`src/sv/cfpr_pkg.sv`:
```
// Package with codes, field widths and the CRC-16 byte update of the receiver.
`timescale 1ns / 1ps

package cfpr_pkg;

   // Input action codes (carried in req_tuser)
   localparam logic ACT_RECEIVE = 1'b0;
   localparam logic ACT_READ    = 1'b1;

   // Result status codes
   localparam logic [1:0] ST_IGNORED   = 2'd0;
   localparam logic [1:0] ST_ACCEPTED  = 2'd1;
   localparam logic [1:0] ST_COMMITTED = 2'd2;
   localparam logic [1:0] ST_REJECTED  = 2'd3;

   // Configuration register indexes
   localparam logic [7:0] CSR_EXPECTED_LEN = 8'd0;
   localparam logic [7:0] CSR_CRC_MODE     = 8'd1;

   // CRC modes
   localparam logic CRC_MSB_FIRST = 1'b0;
   localparam logic CRC_LSB_FIRST = 1'b1;

   // Framing constants
   localparam logic [7:0]  START_MARK   = 8'hAA;
   localparam logic [15:0] CRC_SEED     = 16'hFFFF;
   localparam logic [15:0] POLY_NORMAL  = 16'h1021;
   localparam logic [15:0] POLY_REFLECT = 16'h8408;
   localparam logic [7:0]  LENGTH_RESET = 8'd64;

   // Position counter width
   localparam int POS_W = 9;

   // Response payload width (27 bits of fields padded to whole bytes)
   localparam int RSP_DATA_W = 32;

   // One byte of CRC-16 CCITT, unrolled over eight bit steps
   function automatic logic [15:0] crc_byte(input logic [15:0] crc, input logic [7:0] b,
                                            input logic mode);
      logic [15:0] c;
      c = crc;
      if (mode == CRC_LSB_FIRST) begin
         c = c ^ {8'h00, b};
         for (int i = 0; i < 8; i++) begin
            c = c[0] ? ((c >> 1) ^ POLY_REFLECT) : (c >> 1);
         end
      end else begin
         c = c ^ {b, 8'h00};
         for (int i = 0; i < 8; i++) begin
            c = c[15] ? ((c << 1) ^ POLY_NORMAL) : (c << 1);
         end
      end
      return c;
   endfunction

endpackage

```
`src/sv/crc_framed_packet_receiver.sv`:
```
// Top level of the CRC-16 framed packet receiver with double-buffered payload store.
`timescale 1ns / 1ps

// Usage:
//   req channel: one transaction per received link byte (req_tuser = 0) or per
//   read of a committed payload byte (req_tuser = 1). Frames are start byte
//   0xAA, length byte (must match the expected length register), payload,
//   then CRC-16 low byte and high byte.
//   rsp channel: exactly one transaction per req transaction, in order, with
//   status, read byte, committed CRC and frame-available flag.
//   csr channel: register writes, index 0 expected length, 1 crc_mode; always ready.
//   The user writes only while no transaction is in flight; the block does not enforce it.
//   Result path: the memory read and request fields register into the read stage at
//   the accept edge; the output register loads from them once the output stage is
//   free or draining, and holds the result on rsp until it is taken.
//   Throughput: one transaction per cycle while rsp_tready is high; frame state
//   updates and the bank write happen at the accept edge.
//   Stall: with rsp_tready low the output stage holds and one more request is
//   accepted into the read stage; then req_tready drops until rsp drains.
//   Reset: framing hunts for a start byte, no frame is available, registers
//   return to expected length 64 and crc_mode 0. Payload memory is not cleared.
module crc_framed_packet_receiver #(
   parameter int PAYLOAD_CAPACITY = 256
) (
   input  logic                              clock,
   input  logic                              reset,
   // request channel
   input  logic                              req_tvalid,
   output logic                              req_tready,
   input  logic [15:0]                       req_tdata,  // rx_byte[7:0], read_index[15:8]
   input  logic                              req_tuser,  // action
   // response channel
   output logic                              rsp_tvalid,
   input  logic                              rsp_tready,
   // rx_status[1:0], read_data[9:2], committed_crc[25:10], frame_available[26], zero[31:27]
   output logic [cfpr_pkg::RSP_DATA_W-1:0]   rsp_tdata,
   // configuration write channel
   input  logic                              csr_valid,
   output logic                              csr_ready,
   input  logic [7:0]                        csr_index,
   input  logic [7:0]                        csr_data
);

   localparam int MEM_DEPTH = 2 * PAYLOAD_CAPACITY;
   localparam int MEM_AW    = $clog2(MEM_DEPTH);
   localparam int POS_W     = cfpr_pkg::POS_W;

   // Configuration registers
   logic [7:0] expected_len_ff;
   logic       crc_mode_ff;

   // Frame state
   logic [POS_W-1:0] byte_position_ff, byte_position_in;
   logic [15:0]      running_crc_ff, running_crc_in;
   logic             committed_bank_ff, committed_bank_in;
   logic             have_frame_ff, have_frame_in;
   logic [15:0]      bank_crc_ff [2];

   // Payload memory
   logic [7:0]        payload_mem [MEM_DEPTH];
   logic [7:0]        mem_q_ff;
   logic              mem_wr_en;
   logic [MEM_AW-1:0] mem_wr_addr, mem_rd_addr;

   // Read stage
   logic        s1_valid_ff;
   logic [1:0]  s1_status_ff;
   logic [15:0] s1_crc_ff;
   logic        s1_avail_ff;
   logic        s1_rd_en_ff;

   // Output stage
   logic                            out_valid_ff;
   logic [cfpr_pkg::RSP_DATA_W-1:0] out_data_ff;

   // Decoded request
   logic        in_acc;
   logic [7:0]  rx_byte;
   logic [7:0]  read_index;
   logic [9:0]  pos_ext, crc_lo_pos;
   logic [9:0]  pay_off;
   logic [15:0] crc_upd;
   logic [1:0]  status_in;
   logic        commit;
   logic        rd_en_in;
   logic [15:0] crc_out_in;
   logic        s1_adv;

   assign rx_byte    = req_tdata[7:0];
   assign read_index = req_tdata[15:8];
   assign csr_ready  = 1'b1;

   // Handshake: read stage moves on when the output stage is free or draining
   assign s1_adv     = s1_valid_ff && (!out_valid_ff || rsp_tready);
   assign req_tready = !s1_valid_ff || s1_adv;
   assign in_acc     = req_tvalid && req_tready;

   assign pos_ext    = {1'b0, byte_position_ff};
   assign crc_lo_pos = 10'd2 + {2'b00, expected_len_ff};
   assign pay_off    = pos_ext - 10'd2;
   assign crc_upd    = cfpr_pkg::crc_byte(running_crc_ff, rx_byte, crc_mode_ff);

   // Framing next state
   always_comb begin
      byte_position_in  = byte_position_ff;
      running_crc_in    = running_crc_ff;
      committed_bank_in = committed_bank_ff;
      have_frame_in     = have_frame_ff;
      status_in         = cfpr_pkg::ST_IGNORED;
      commit            = 1'b0;
      mem_wr_en         = 1'b0;
      if (req_tuser == cfpr_pkg::ACT_READ) begin
         status_in = cfpr_pkg::ST_IGNORED;
      end else if (byte_position_ff == '0) begin
         if (rx_byte == cfpr_pkg::START_MARK) begin
            running_crc_in   = cfpr_pkg::CRC_SEED;
            byte_position_in = POS_W'(1);
            status_in        = cfpr_pkg::ST_ACCEPTED;
         end
      end else if (byte_position_ff == POS_W'(1)) begin
         if (rx_byte == expected_len_ff) begin
            running_crc_in   = crc_upd;
            byte_position_in = POS_W'(2);
            status_in        = cfpr_pkg::ST_ACCEPTED;
         end else begin
            byte_position_in = '0;
            status_in        = cfpr_pkg::ST_REJECTED;
         end
      end else if (pos_ext < crc_lo_pos) begin
         mem_wr_en        = (pay_off < 10'(PAYLOAD_CAPACITY));
         running_crc_in   = crc_upd;
         byte_position_in = byte_position_ff + POS_W'(1);
         status_in        = cfpr_pkg::ST_ACCEPTED;
      end else if (pos_ext == crc_lo_pos) begin
         if (rx_byte == running_crc_ff[7:0]) begin
            byte_position_in = byte_position_ff + POS_W'(1);
            status_in        = cfpr_pkg::ST_ACCEPTED;
         end else begin
            byte_position_in = '0;
            status_in        = cfpr_pkg::ST_REJECTED;
         end
      end else begin
         // high CRC byte slot, or any position past it, closes the frame
         if (rx_byte == running_crc_ff[15:8]) begin
            commit            = 1'b1;
            committed_bank_in = !committed_bank_ff;
            have_frame_in     = 1'b1;
            status_in         = cfpr_pkg::ST_COMMITTED;
         end else begin
            status_in = cfpr_pkg::ST_REJECTED;
         end
         byte_position_in = '0;
      end
   end

   // Result side fields that do not come from the memory
   assign rd_en_in   = (req_tuser == cfpr_pkg::ACT_READ) && have_frame_ff &&
                       ({1'b0, read_index} < 9'(PAYLOAD_CAPACITY));
   assign crc_out_in = !have_frame_in ? 16'h0000 :
                       commit         ? running_crc_ff :
                                        bank_crc_ff[committed_bank_ff];

   // Memory addresses: write bank is the uncommitted one
   assign mem_wr_addr = MEM_AW'(32'(!committed_bank_ff) * PAYLOAD_CAPACITY + 32'(pay_off));
   assign mem_rd_addr = MEM_AW'(32'(committed_bank_ff) * PAYLOAD_CAPACITY + 32'(read_index));

   // Configuration registers
   always_ff @(posedge clock) begin
      if (reset) begin
         expected_len_ff <= cfpr_pkg::LENGTH_RESET;
         crc_mode_ff     <= cfpr_pkg::CRC_MSB_FIRST;
      end else if (csr_valid && csr_ready) begin
         case (csr_index)
            cfpr_pkg::CSR_EXPECTED_LEN: expected_len_ff <= csr_data;
            cfpr_pkg::CSR_CRC_MODE:     crc_mode_ff     <= csr_data[0];
            default: ;
         endcase
      end
   end

   // Frame state registers
   always_ff @(posedge clock) begin
      if (reset) begin
         byte_position_ff  <= '0;
         running_crc_ff    <= cfpr_pkg::CRC_SEED;
         committed_bank_ff <= 1'b0;
         have_frame_ff     <= 1'b0;
      end else if (in_acc) begin
         byte_position_ff  <= byte_position_in;
         running_crc_ff    <= running_crc_in;
         committed_bank_ff <= committed_bank_in;
         have_frame_ff     <= have_frame_in;
      end
   end

   // Per-bank CRC, no reset
   always_ff @(posedge clock) begin
      if (in_acc && commit) begin
         bank_crc_ff[!committed_bank_ff] <= running_crc_ff;
      end
   end

   // Payload memory: at most one write and one registered read per accepted transaction
   always_ff @(posedge clock) begin
      if (in_acc && mem_wr_en) begin
         payload_mem[mem_wr_addr] <= rx_byte;
      end
      if (in_acc) begin
         mem_q_ff <= payload_mem[mem_rd_addr];
      end
   end

   // Read stage
   always_ff @(posedge clock) begin
      if (reset) begin
         s1_valid_ff <= 1'b0;
      end else if (in_acc) begin
         s1_valid_ff <= 1'b1;
      end else if (s1_adv) begin
         s1_valid_ff <= 1'b0;
      end
   end

   always_ff @(posedge clock) begin
      if (in_acc) begin
         s1_status_ff <= status_in;
         s1_crc_ff    <= crc_out_in;
         s1_avail_ff  <= have_frame_in;
         s1_rd_en_ff  <= rd_en_in;
      end
   end

   // Output stage
   always_ff @(posedge clock) begin
      if (reset) begin
         out_valid_ff <= 1'b0;
      end else if (s1_adv) begin
         out_valid_ff <= 1'b1;
      end else if (rsp_tready) begin
         out_valid_ff <= 1'b0;
      end
   end

   always_ff @(posedge clock) begin
      if (s1_adv) begin
         out_data_ff <= {5'b00000, s1_avail_ff, s1_crc_ff,
                         (s1_rd_en_ff ? mem_q_ff : 8'h00), s1_status_ff};
      end
   end

   assign rsp_tvalid = out_valid_ff;
   assign rsp_tdata  = out_data_ff;

endmodule

```
`config.mk`:
```
export PLATFORM = sky130hd
export DESIGN_NAME = crc_framed_packet_receiver
export DESIGN_NICKNAME = d
export VERILOG_FILES = /design/src/sv/cfpr_pkg.sv /design/src/sv/crc_framed_packet_receiver.sv
export SDC_FILE = /design/constraint.sdc
export NUM_CORES = 2
export LEC_CHECK = 0
export BUFFER_PORTS_ARGS = -buffer_cell sky130_fd_sc_hd__buf_2
export CORE_UTILIZATION = 29
export CTS_CLUSTER_SIZE = 28
export DETAILED_ROUTE_END_ITERATION = 12
export SLEW_MARGIN = 20
export SYNTH_ARGS = -nofsm -noshare
export SYNTH_HDL_FRONTEND = slang
export SYNTH_MEMORY_MAX_BITS = 65536
export SYNTH_SLANG_ARGS = --single-unit
```
`constraint.sdc`:
```
create_clock -name clock -period 9.6 [get_ports clock]
set_input_delay 2.4 -clock clock [delete_from_list [all_inputs] [get_ports clock]]
set_output_delay 2.4 -clock clock [all_outputs]
set_load 0.1 [all_outputs]
```
==> reports/metrics.yaml <==
status:
  outcome: "finished clean"
floorplanning:
  core_area_um2: 565000
  die_width_um: 755
  die_h_um: 755
  die_area_um2: 570000
  rows: 276
  initial_core_util: 0.291
  design.portCount: 73
synth:
  ys_types: 58
  synth_top_family_by_area: "multiplexers"
  synth_warnings: 0
  yosysTopAreaCellShare: 0.764
  synth_compound_area_frac: 0.0246
  ys_ff_latch: 4222
  async_reset_ff_frac: 0
  yosys-top-cells-area: "edfxtp_1 (76%), mux4_2 (14%), nor2_1 (1.4%)"
  ys.flop_type: "edfxtp_1"
  avgSynthCellArea_um2: 21.5
  synthAdderAreaFrac: 0.00122
  synth-xor-area-share: 0.00405
  synth.cell_area_um2: 164000
  synth_top_area_cell: "edfxtp_1"
  synth-edff-count: 4183
  seq_area_frac_synth: 0.769
  synth_mux_area_frac: 0.162
  netlist_instances: 7652
  synth_simple_gate_area_share: 0.0230
setup_path:
  worstSetupEndpointType: "register"
  r2r_cells: 13
  crit_chain: "buf_12, buf_12, buf_12, mux4_2, mux2_2, o221ai_1, a221oi_1, a311oi_1, nand3_1, and3_1"
  critical_path.top_delay_family: "buffers and inverters"
  cp-startpoint: "req_tdata[8]"
  r2r_end: "payload_mem[493][2]"
  path_class: "input pin to register"
  r2r_setup_slack_ps: 4430
  cpMostUsedCell: "buf_12"
  worstSetupStartpointType: "input pin"
  crit_buf_inv: 3
  max_stage_delay_ps: 910
  required_ps: 10320
  cp_slowest_cell: "a311oi_1"
  critPathMaxFanout: 88
  worstPathArrival_ps: 7220
  r2r-start: "expected_len_ff[1]"
min_path:
  hold-path-cell-count: 0
  min_from: "s1_status_ff[1]"
  holdPathEnd: "rsp_tdata[1]"
  hold_class: "register to register"
timing:
  rsz0062_at_grt: "false"
  hold_violations: 0
  worstMarginPinSlew_ps: 1290
  slew_violations: 0
  setup_viol: 0
  fin_crit_ps: 6500
  period_share: 0.677
  final.setup.tns_ps: 0
  slew_headroom: 0.143
  holdWs_ps: 416
  fin_skew_ps: 57.4
  max_freq_ghz: 0.154
drt:
  antenna_left: 0
  wl_met3_um: 36100
  wl_met2_um: 201000
  wl_per_cell_um: 26.7
  vias: 79444
  drcViolationCount: 0
  viasPerCell: 5.06
  wirelength_um: 419000
  met1Wirelength_um: 168000
  highest_layer: "met5"
  drt-initial-drc-count: 9818
  drt-pass1-iter-count: 8
cells_and_area:
  post_route_cells_drive_above_1_share: 0.245
  mostFrequentLayoutCell: "edfxtp_1"
  layout.nets: 7877
  syn2layout_area_growth_pct: 13.9
  final_cell_mix: "edfxtp_1 (4183), mux4_2 (1024), nor2_1 (606)"
clocking:
  worstSkewPairLatency_ps: 1000
  cts_post_setup_buffers_inserted: 0
  postCtsResizedCells: 0
  cts_tree: "yes"
  numCtsBuffers: 424
  clock_path_buffers: 4
  path_clk_slew_ps: 60
  clock_sinks: 4222
  h-tree-depth: 5
  cts_root_buffer: "clkbuf_16"
  holdBufCountCts: 0
global_route:
  grt_pass1_wl_um: 598000
  grt_use_total: 0.142
  overflow: 0
  antenna_found_initial: 29
  grt_pass1_vias: 80983
  grt_max_degree: 209
place:
  dp_hpwl_um: 250000
  gp_congestion: 0.825
  portBuffers: 66
power:
  power.density_nw_per_um2: 205
  leakagePower_uw: 0.0564
  vdd_drop_max_v: 0.000172
run:
  drv_cap: 0
==> cells in the mapped netlist (35+ instances only) <==
cell type  count
a221oi_1      91
buf_2        127
buf_4         79
buf_6         35
clkbuf_1     224
dfxtp_1       39
edfxtp_1    4183
mux2_2       111
mux2i_1      224
mux4_2      1024
nand2_1      171
nor2_1       610
o21ai_0      176
o221ai_1      89
o22a_1        74
xnor2_1       42
==> power breakdown <==
group	internal, uW	switching (uW)	total, uW
registers	20300	9.45	20300
logic	591	1140	1730
clock network	9310	7060	16400
total	30200	8210	38400
==> worst max path at each step <==
stage / end / slack (ps) / cells past startpoint
after floorplan: req_tready / 4020 / 2
after global placement: mem_q_ff[5] / 2250 / 10
after detailed placement: mem_q_ff[7] / 2320 / 10
after CTS: mem_q_ff[3] / 3360 / 10
after global routing: mem_q_ff[3] / 3140 / 10
final: mem_q_ff[3] / 3100 / 10
==> metrics by stage <==
step | setup slack, ps | util | cell area (um2) | power [uW] | std cells
after floorplan | 4020 | - | 164000 | 21600 | 7656
after global placement | 2250 | 0.307 | 173000 | 22400 | 14900
after detailed placement | 2320 | 0.307 | 173000 | 22400 | 14900
after CTS | 3360 | 0.331 | 187000 | 38600 | 15685
after global routing | 3140 | 0.331 | 187000 | 39300 | 15689
final | 3100 | 0.332 | 187000 | 38400 | 15697
==> state kept, by name (all words and copies together), names as in the netlist, 8 cells and up, named ones only <==
signal	flops
s1_crc_ff	16
expected_len_ff	8
rsp_tdata	27
running_crc_ff	16
byte_position_ff	9
mem_q_ff	8
payload_mem	4096
bank_crc_ff	32
==> final cells by class <==
class                      instances  area [um2]
sequential                      4222      126000
clock inverter                   273        2720
inverter                           7        26.3
fill                           52475      377000
tap                             7506        9390
timing repair buffer             229        2100
antenna                            9        22.5
clock buffer                     512       11000
multi-input combinational       2939       35500
==> cells by family after synthesis <==
group,count (synthesis)
adder cells (fa/ha/maj),16
AND/OR/NAND/NOR,919
multiplexers,1359
other,2
buffers and inverters,495
flip-flops,4222
XOR/XNOR,76
AO/OA/AOI/OAI,563
==> metal layers <==
| metal | GRT usage | vias up |
|---|---|---|
| met3 | 0.0267 | 660 |
| met5 | 0.00109 | - |
| met2 | 0.232 | 3719 |
| met4 | 0.0438 | 12 |
| li1 | - | 32384 |
| met1 | 0.193 | 42669 |
Note: power is estimated with default switching activity, not from simulation.
